### config.mk
export PLATFORM = sky130hd
export DESIGN_NAME = char_lcd_cursor_writer
export DESIGN_NICKNAME = d
export VERILOG_FILES = /design/src/rtl/core/clwr_pkg.sv /design/src/rtl/core/clwr_front.sv /design/src/rtl/core/clwr_queue.sv /design/src/rtl/core/clwr_back.sv /design/src/rtl/core/char_lcd_cursor_writer.sv
export SDC_FILE = /design/constraint.sdc
export NUM_CORES = 1
export LEC_CHECK = 0
export ABC_AREA = 0
export BUFFER_PORTS_ARGS = -buffer_cell sky130_fd_sc_hd__buf_4
export CAP_MARGIN = 20
export CORE_ASPECT_RATIO = 0.5
export CORE_MARGIN = 1
export CORE_UTILIZATION = 50
export CTS_BUF_LIST = sky130_fd_sc_hd__clkbuf_4 sky130_fd_sc_hd__clkbuf_8
export CTS_CLUSTER_DIAMETER = 100
export DETAILED_ROUTE_END_ITERATION = 6
export PLACE_DENSITY = 0.74
export SYNTH_ARGS = -nofsm -noshare
export SYNTH_HDL_FRONTEND = slang
export SYNTH_SLANG_ARGS = --single-unit
### constraint.sdc
create_clock -name clk -period 6 [get_ports clk]
set_input_delay 0.3 -clock clk [delete_from_list [all_inputs] [get_ports clk]]
set_output_delay 0.3 -clock clk [all_outputs]
set_load 0.02 [all_outputs]
### src/rtl/core/clwr_pkg.sv
`timescale 1ns / 1ps

package clwr_pkg;

	localparam int MAX_COLUMNS = 40;

	// controller commands and the second line base address
	localparam logic [7:0] CMD_HOME    = 8'h02;
	localparam logic [7:0] CMD_SETADDR = 8'h80;
	localparam logic [6:0] LINE1_BASE  = 7'h40;
	localparam logic [7:0] CMD_CLEAR   = 8'h01;

	// control characters
	localparam logic [7:0] CHAR_CR = 8'h0D;
	localparam logic [7:0] CHAR_LF = 8'h0A;
	localparam logic [7:0] CHAR_FF = 8'h0C;

	// action codes
	localparam logic ACT_CHAR = 1'b0;
	localparam logic ACT_MOVE = 1'b1;

	// register indexes
	localparam logic [1:0] REG_TOTAL_COLUMNS   = 2'd0;
	localparam logic [1:0] REG_ROWS_IN_USE     = 2'd1;
	localparam logic [1:0] REG_ROWS_CONFIGURED = 2'd2;

	localparam int PADDR_W = 4;

	typedef struct packed {
		logic [5:0] total_columns;
		logic [1:0] rows_in_use;
		logic [1:0] rows_configured;
	} cfg_t;

	typedef struct packed {
		logic       is_data;
		logic [7:0] bus_byte;
	} bus_wr_t;

	// one or two bus writes caused by an item
	typedef struct packed {
		logic    two;
		bus_wr_t w0;
		bus_wr_t w1;
	} plan_t;

endpackage

### src/rtl/core/clwr_front.sv
`timescale 1ns / 1ps

module clwr_front import clwr_pkg::*; (
	input  logic       clk,
	input  logic       arst_n,
	input  cfg_t       cfg,
	input  logic       item_valid,
	output logic       item_stall,
	input  logic       action,
	input  logic [7:0] char_code,
	input  logic [5:0] target_column,
	input  logic [1:0] target_row,
	input  logic       q_full,
	output logic       push,
	output plan_t      plan
);

	logic [5:0] col_q, col_n;
	logic       line_q, line_n;
	logic [6:0] addr_q, addr_n;

	logic [5:0] eff, split;
	logic       move_ok;
	logic [5:0] pc_col;
	logic       pc_line, pc_line_o, pc_hit;
	logic [6:0] pc_addr;
	logic [6:0] next_col;
	logic       has_wr;
	logic       accept;
	bus_wr_t    cmd_wr, data_wr;

	assign item_stall = q_full;
	assign accept     = item_valid && !q_full;
	assign push       = accept && has_wr;

	always_comb begin
		eff   = (cfg.total_columns > 6'(MAX_COLUMNS)) ? 6'(MAX_COLUMNS) : cfg.total_columns;
		split = (cfg.rows_configured == 2'd2) ? (eff >> 1) : eff;

		move_ok = (target_column != 6'd0) && (target_column <= eff) &&
			(target_row != 2'd0) && (target_row <= cfg.rows_in_use) && (target_row != 2'd3);

		if (action == ACT_MOVE) begin
			pc_col  = 6'(target_column - 6'd1);
			pc_line = 1'(target_row - 2'd1);
		end else begin
			pc_col  = col_q;
			pc_line = line_q;
		end

		// set-address step at the split column or at column zero
		pc_hit    = 1'b0;
		pc_addr   = addr_q;
		pc_line_o = pc_line;
		if (pc_col == split) begin
			pc_hit = 1'b1;
			if (cfg.rows_in_use == 2'd1 && cfg.rows_configured == 2'd2)
				pc_addr = LINE1_BASE;
			if (cfg.rows_in_use == 2'd2) begin
				pc_line_o = ~pc_line;
				pc_addr   = pc_line_o ? (LINE1_BASE | {1'b0, pc_col}) : {1'b0, pc_col};
			end
		end else if (pc_col == 6'd0) begin
			pc_hit = 1'b1;
			if (cfg.rows_in_use == 2'd1 && cfg.rows_configured == 2'd2)
				pc_addr = 7'd0;
		end
		cmd_wr  = '{is_data: 1'b0, bus_byte: CMD_SETADDR | {1'b0, pc_addr}};
		data_wr = '{is_data: 1'b1, bus_byte: char_code};

		next_col = {1'b0, col_q} + 7'd1;

		col_n  = col_q;
		line_n = line_q;
		addr_n = addr_q;
		has_wr = 1'b0;
		plan   = '0;

		if (action == ACT_MOVE) begin
			if (move_ok) begin
				col_n   = pc_col;
				line_n  = pc_line_o;
				addr_n  = pc_addr;
				has_wr  = pc_hit;
				plan.w0 = cmd_wr;
			end
		end else begin
			unique case (char_code)
				CHAR_CR: begin
					has_wr  = 1'b1;
					plan.w0 = '{is_data: 1'b0, bus_byte: CMD_HOME};
					// wrap case on the second line
					if (col_q == eff && cfg.rows_configured == 2'd2 &&
						cfg.rows_in_use == 2'd2 && line_q) begin
						line_n   = 1'b0;
						plan.two = 1'b1;
						plan.w1  = '{is_data: 1'b0, bus_byte: CMD_SETADDR};
					end
					col_n = 6'd0;
				end
				CHAR_LF: begin
					col_n = 6'd0;
					if (cfg.rows_in_use == 2'd2)
						line_n = 1'b1;
					has_wr  = 1'b1;
					plan.w0 = '{is_data: 1'b0,
						bus_byte: CMD_SETADDR | ((line_n) ? {1'b0, LINE1_BASE} : 8'h00)};
				end
				CHAR_FF: begin
					col_n   = 6'd0;
					line_n  = 1'b0;
					has_wr  = 1'b1;
					plan.w0 = '{is_data: 1'b0, bus_byte: CMD_CLEAR};
				end
				default: begin
					has_wr  = 1'b1;
					line_n  = pc_line_o;
					addr_n  = pc_addr;
					if (pc_hit) begin
						plan.two = 1'b1;
						plan.w0  = cmd_wr;
						plan.w1  = data_wr;
					end else begin
						plan.w0 = data_wr;
					end
					col_n = (next_col >= {1'b0, eff}) ? 6'd0 : next_col[5:0];
				end
			endcase
		end
	end

	always_ff @(posedge clk or negedge arst_n) begin
		if (!arst_n) begin
			col_q  <= '0;
			line_q <= 1'b0;
			addr_q <= '0;
		end else if (accept) begin
			col_q  <= col_n;
			line_q <= line_n;
			addr_q <= addr_n;
		end
	end

endmodule

### src/rtl/core/clwr_queue.sv
`timescale 1ns / 1ps

module clwr_queue import clwr_pkg::*; (
	input  logic  clk,
	input  logic  arst_n,
	input  logic  push,
	input  plan_t push_data,
	input  logic  pop,
	output plan_t head,
	output logic  head_valid,
	output logic  full
);

	plan_t      mem_q [2];
	logic       wr_ptr_q, rd_ptr_q;
	logic [1:0] count_q;

	assign head       = mem_q[rd_ptr_q];
	assign head_valid = (count_q != 2'd0);
	assign full       = (count_q == 2'd2);

	always_ff @(posedge clk) begin
		if (push)
			mem_q[wr_ptr_q] <= push_data;
	end

	always_ff @(posedge clk or negedge arst_n) begin
		if (!arst_n) begin
			wr_ptr_q <= 1'b0;
			rd_ptr_q <= 1'b0;
			count_q  <= '0;
		end else begin
			if (push)
				wr_ptr_q <= ~wr_ptr_q;
			if (pop)
				rd_ptr_q <= ~rd_ptr_q;
			if (push && !pop)
				count_q <= count_q + 2'd1;
			else if (pop && !push)
				count_q <= count_q - 2'd1;
		end
	end

	a_count_bound: assert property (@(posedge clk) disable iff (!arst_n)
		count_q != 2'd3)
		else $error("queue count out of range");

	a_no_pop_empty: assert property (@(posedge clk) disable iff (!arst_n)
		pop |-> count_q != 2'd0)
		else $error("pop from empty queue");

	a_no_push_full: assert property (@(posedge clk) disable iff (!arst_n)
		push |-> (count_q != 2'd2))
		else $error("push into full queue");

endmodule

### src/rtl/core/clwr_back.sv
`timescale 1ns / 1ps

module clwr_back import clwr_pkg::*; (
	input  logic       clk,
	input  logic       arst_n,
	input  plan_t      head,
	input  logic       head_valid,
	output logic       pop,
	output logic       wr_valid,
	input  logic       wr_stall,
	output logic       is_data,
	output logic [7:0] bus_byte,
	output logic       last
);

	logic    wr_valid_q;
	bus_wr_t wr_q;
	logic    last_q;
	logic    half_q;
	logic    load;
	logic    load_last;

	assign load      = head_valid && (!wr_valid_q || !wr_stall);
	assign load_last = half_q || !head.two;
	assign pop       = load && load_last;

	assign wr_valid = wr_valid_q;
	assign is_data  = wr_q.is_data;
	assign bus_byte = wr_q.bus_byte;
	assign last     = last_q;

	always_ff @(posedge clk) begin
		if (load) begin
			wr_q   <= half_q ? head.w1 : head.w0;
			last_q <= load_last;
		end
	end

	always_ff @(posedge clk or negedge arst_n) begin
		if (!arst_n) begin
			wr_valid_q <= 1'b0;
			half_q     <= 1'b0;
		end else begin
			if (load)
				wr_valid_q <= 1'b1;
			else if (!wr_stall)
				wr_valid_q <= 1'b0;
			if (load)
				half_q <= !load_last;
		end
	end

	// second write of an entry follows straight after the first
	a_second_follows: assert property (@(posedge clk) disable iff (!arst_n)
		wr_valid_q && !wr_stall && !last_q |=> wr_valid_q)
		else $error("second write of an item missing");

	a_half_has_head: assert property (@(posedge clk) disable iff (!arst_n)
		half_q |-> head_valid)
		else $error("half-emitted entry lost from queue");

endmodule

### src/rtl/core/char_lcd_cursor_writer.sv
`timescale 1ns / 1ps
// an accepted item is written into the queue, then loaded into the output register
// items that cause one write are taken one a cycle while the output is not stalled;
// the single output register sends one bus write per cycle while wr_stall is low
// a two-entry queue between decode and output lets the input run ahead of a stalled output
// reset clears cursor column, line, ddram address, queue and output valid;
// registers return to 16 columns, one row in use, two-line controller setup

module char_lcd_cursor_writer import clwr_pkg::*; (
	input  logic               clk,
	input  logic               arst_n,
	input  logic               psel,
	input  logic               penable,
	input  logic               pwrite,
	input  logic [PADDR_W-1:0] paddr,
	input  logic [31:0]        pwdata,
	output logic [31:0]        prdata,
	output logic               pready,
	input  logic               item_valid,
	output logic               item_stall,
	input  logic               action,
	input  logic [7:0]         char_code,
	input  logic [5:0]         target_column,
	input  logic [1:0]         target_row,
	output logic               wr_valid,
	input  logic               wr_stall,
	output logic               is_data,
	output logic [7:0]         bus_byte,
	output logic               last
);

	cfg_t       cfg_q;
	logic       q_full, push, pop, head_valid;
	plan_t      plan, head;
	logic [1:0] reg_idx;

	assign pready  = 1'b1;
	assign reg_idx = paddr[3:2];

	always_ff @(posedge clk or negedge arst_n) begin
		if (!arst_n) begin
			cfg_q.total_columns   <= 6'd16;
			cfg_q.rows_in_use     <= 2'd1;
			cfg_q.rows_configured <= 2'd2;
		end else if (psel && penable && pwrite && pready) begin
			unique case (reg_idx)
				REG_TOTAL_COLUMNS:   cfg_q.total_columns   <= pwdata[5:0];
				REG_ROWS_IN_USE:     cfg_q.rows_in_use     <= pwdata[1:0];
				REG_ROWS_CONFIGURED: cfg_q.rows_configured <= pwdata[1:0];
				default: ;
			endcase
		end
	end

	always_comb begin
		unique case (reg_idx)
			REG_TOTAL_COLUMNS:   prdata = {26'd0, cfg_q.total_columns};
			REG_ROWS_IN_USE:     prdata = {30'd0, cfg_q.rows_in_use};
			REG_ROWS_CONFIGURED: prdata = {30'd0, cfg_q.rows_configured};
			default:             prdata = '0;
		endcase
	end

	clwr_front u_front (
		.clk           (clk),
		.arst_n        (arst_n),
		.cfg           (cfg_q),
		.item_valid    (item_valid),
		.item_stall    (item_stall),
		.action        (action),
		.char_code     (char_code),
		.target_column (target_column),
		.target_row    (target_row),
		.q_full        (q_full),
		.push          (push),
		.plan          (plan)
	);

	clwr_queue u_queue (
		.clk        (clk),
		.arst_n     (arst_n),
		.push       (push),
		.push_data  (plan),
		.pop        (pop),
		.head       (head),
		.head_valid (head_valid),
		.full       (q_full)
	);

	clwr_back u_back (
		.clk        (clk),
		.arst_n     (arst_n),
		.head       (head),
		.head_valid (head_valid),
		.pop        (pop),
		.wr_valid   (wr_valid),
		.wr_stall   (wr_stall),
		.is_data    (is_data),
		.bus_byte   (bus_byte),
		.last       (last)
	);

endmodule

==> flow_summary.yaml <==
status:
  outcome: "complete, no violations"
pwr:
  p_sw_share_pct: 38.0
  power_frac_comb_pct: 40.5
  vdd_drop_max_v: 0.000160
  leakage_nw: 2.20
  p_int_w: 0.00125
  power_frac_seq_pct: 42.7
  powerDensity_mw_per_mm2: 382
  p_switching_w: 0.000766
  clockPowerShare_pct: 16.8
cells_and_area:
  drive_gt1_share_pct: 23.2
  fin_util_pct: 58.8
  n_fill_cell: 775
  nets: 559
  antenna_cells: 0
  synthToLayoutAreaGrowth_pct: 10.6
floorplanning:
  start_util_pct: 53.1
  die_y_um: 71.1
  dieArea_mm2: 0.00996
  ios: 105
  die_x_um: 140
  placeableCoreArea_mm2: 0.00898
  row_count: 24
clock_tree:
  insertion_delay_ns: 0.36
  clock_sinks: 78
  clockRootBuffer: "clkbuf_8"
  ctsHtreeMaxLevel: 3
  clk_pin_slew_worst_paths_ns: 0.08
  holdBufCountCts: 1
  tritoncts: "built"
  cts_made_buffers: 9
  post_cts_buffers: 0
  clockBufferDepth: 2
  cts_resized: 0
worst_hold_path:
  hold_depth: 3
  worstHoldStart: "wr_stall"
  hold_class: "in2reg"
  holdPathEnd: "u_back.wr_valid"
global_route:
  grt_max_degree: 31
  grt_antenna_before_repair: 0
  grt_pass1_wl_um: 16000
  grt.overflow.total: 0
  track_usage_pct: 21.2
  grt_pass1_vias: 3283
synthesis:
  synth-edff-count: 48
  syn-instance-count: 440
  synth_area_mm2: 0.00477
  ys_ff_latch: 78
  synthArstFlopShare_pct: 38.5
  synthDistinctLibCells: 72
  yosysSeqAreaShare_pct: 46.0
  synth_ff_type: "edfxtp_1"
  synth.avg_cell_area_um2: 10.8
  synth_warnings: 0
routing:
  vias: 3457
  routed.top_layer: "met4"
  met2_length_um: 4500
  wl_met1_um: 4630
  dr_wl_met3_um: 551
  drt_iter0_drc: 230
  first_pass_iters: 5
  viasPerCell: 5.72
  routed_wl_um: 9820
  antenna_left: 0
  drc: 0
  wire_per_inst_um: 16.3
worst_setup_path:
  crit_arrival_ns: 4.34
  cp-startpoint: "cfg_q[7]"
  path_buf_inv: 0
  critPathCaptureType: "flip-flop"
  required_ns: 5.98
  r2r_slack_ns: 1.64
  cp.depth: 11
  startpoint_type: "flip-flop"
  cp_top_family: "compound AO/OA/AOI/OAI gates"
  r2r_start: "cfg_q[7]"
  reg2reg_to: "u_queue.mem_q[1][5]"
  ff2ff_path_depth: 11
  path_cells: "o21ai_1 -> nand2_1 -> ha_1 -> nor2b_1 -> o21ai_0 -> a21oi_1 -> maj3_1 -> a31oi_1 -> o221a_2 -> a21boi_1 -> and2_1"
  slowest_stage: "and2_1"
  crit_type: "reg2reg"
  slowest_delay_ns: 0.75
  crit_fanout: 19
placement:
  gp_congestion: 0.889
  io_buffer_count: 49
  dp_hpwl_um: 7220
timing:
  fin_crit_ns: 4.36
  setup_tns_ns: 0
  fmax_mhz: 229
  fin_crit_sh_pct: 72.7
  worst_slew_pin_slew_ns: 0.857
  timing.slew.headroom_pct: 42.9
  hold_viol: 0
  final_max_slew_viol_count: 0
  grt_setup_unrepaired: "no"
  fin_skew_ns: 0.00901
  setup_viol: 0
run:
  cap_violations: 0
synthesized netlist by cell type (9+ instances only):
cell type	instances	share of area, %
a21oi_1	14	1.5
dfrtp_1	27	14
nand2_1	42	3.3
mux2_2	11	2.6
clkbuf_1	14	1.1
mux4_2	9	4.2
inv_1	17	1.3
o21ai_0	15	1.6
nand3_1	9	0.94
edfxtp_1	48	30
nor2_1	23	1.8
buf_4	27	4.2
ha_1	16	4.2
nor3_1	11	1.2
xnor2_1	10	1.8
sequential cells by signal, summed over array words and instances, names as in the netlist:
| name | count |
|---|---|
| u_queue.count_q | 2 |
| u_queue.mem_q | 38 |
| u_front.line_q | 1 |
| u_back.bus_byte | 8 |
| u_back.wr_valid | 1 |
| cfg_q | 10 |
| u_queue.wr_ptr_q | 1 |
| u_back.half_q | 1 |
| u_queue.rd_ptr_q | 1 |
| u_front.addr_q | 7 |
| u_front.col_q | 6 |
| u_back.last | 1 |
| u_back.is_data | 1 |
power by group through the flow:
stage | Clock, W | Sequential, W | Combinational [W]
after floorplan | 0 | 0.000838 | 0.000622
after global placement | 0 | 0.000870 | 0.000790
after detailed placement | 0 | 0.000875 | 0.000810
after CTS | 0.000350 | 0.000864 | 0.000814
after global routing | 0.000365 | 0.000882 | 0.000906
final | 0.000339 | 0.000862 | 0.000816
per-stage QoR:
stage / std cells / hold slack (ns) / cell area, µm² / power, W / worst slack [ns]
floorplan: 465 / 0.00441 / 4870 / 0.00146 / 1.88
global placement: 588 / 0.262 / 5110 / 0.00166 / 1.64
detailed placement: 588 / 0.264 / 5110 / 0.00169 / 1.67
CTS: 604 / 0.140 / 5280 / 0.00203 / 1.65
global route: 604 / 0.163 / 5280 / 0.00215 / 1.42
finish: 604 / 0.154 / 5280 / 0.00202 / 1.64
how the worst max path moves through the flow:
stage / endpoint / slack (ns)
final: u_queue.mem_q[1][5] / 1.64
after floorplan: u_queue.mem_q[0][0] / 1.88
after global routing: u_queue.mem_q[1][5] / 1.42
after global placement: u_queue.mem_q[1][4] / 1.64
after detailed placement: u_queue.mem_q[1][13] / 1.67
after CTS: u_queue.mem_q[1][5] / 1.65
cell usage in the layout (no fill, tap or decap), drive strengths merged, types with 6 or more instances in the layout:
master	netlist	layout
a21oi	15	15
buf	30	51
nor2	24	24
a21o	7	7
and3	13	13
conb	2	27
mux2	11	11
clkbuf	15	9
xnor2	10	10
nor3	11	11
o21a	6	6
ha	16	16
inv	17	18
mux2i	7	7
nand3	9	9
edfxtp	48	48
nor2b	8	8
mux4	9	9
xor2	8	8
nand2	42	42
and2	6	6
o21ai	17	17
dfrtp	27	27
metal layers:
metal | GRT usage [%] | vias to the layer above
li1 | - | 1656
met3 | 5.35 | 14
met1 | 28.1 | 1657
met5 | 0 | -
met2 | 33.8 | 130
met4 | 8.30 | 0
worst min-delay path, delay by kind of cell:
| family | cells | cell delay (ns) |
|---|---|---|
| AND/OR/NAND/NOR | 2 | 0.10 |
| buffers and inverters | 1 | 0.09 |
logic make-up (layout without fill, tap and decap cells):
family,count (synthesis),count (layout),synth area share (%)
xor+xnor,18,18,3.30
other cells,2,27,0.157
mux,27,27,8.31
buf+inv,62,84,7.37
fa+ha+maj,17,17,4.40
compound gates,93,93,14.6
flops,78,78,46.0
simple gates,143,143,15.8
layout make-up:
class	instances	area, µm²	share of cell area, %
Inverter	17	63.8	1.21
Tap cell	117	146	2.77
Multi-Input combinational cell	325	2320	43.9
Timing Repair Buffer	52	393	7.44
Clock buffer	9	124	2.35
Clock inverter	6	38.8	0.735
Sequential cell	78	2200	41.6
Power figures use the tool's default switching activity.
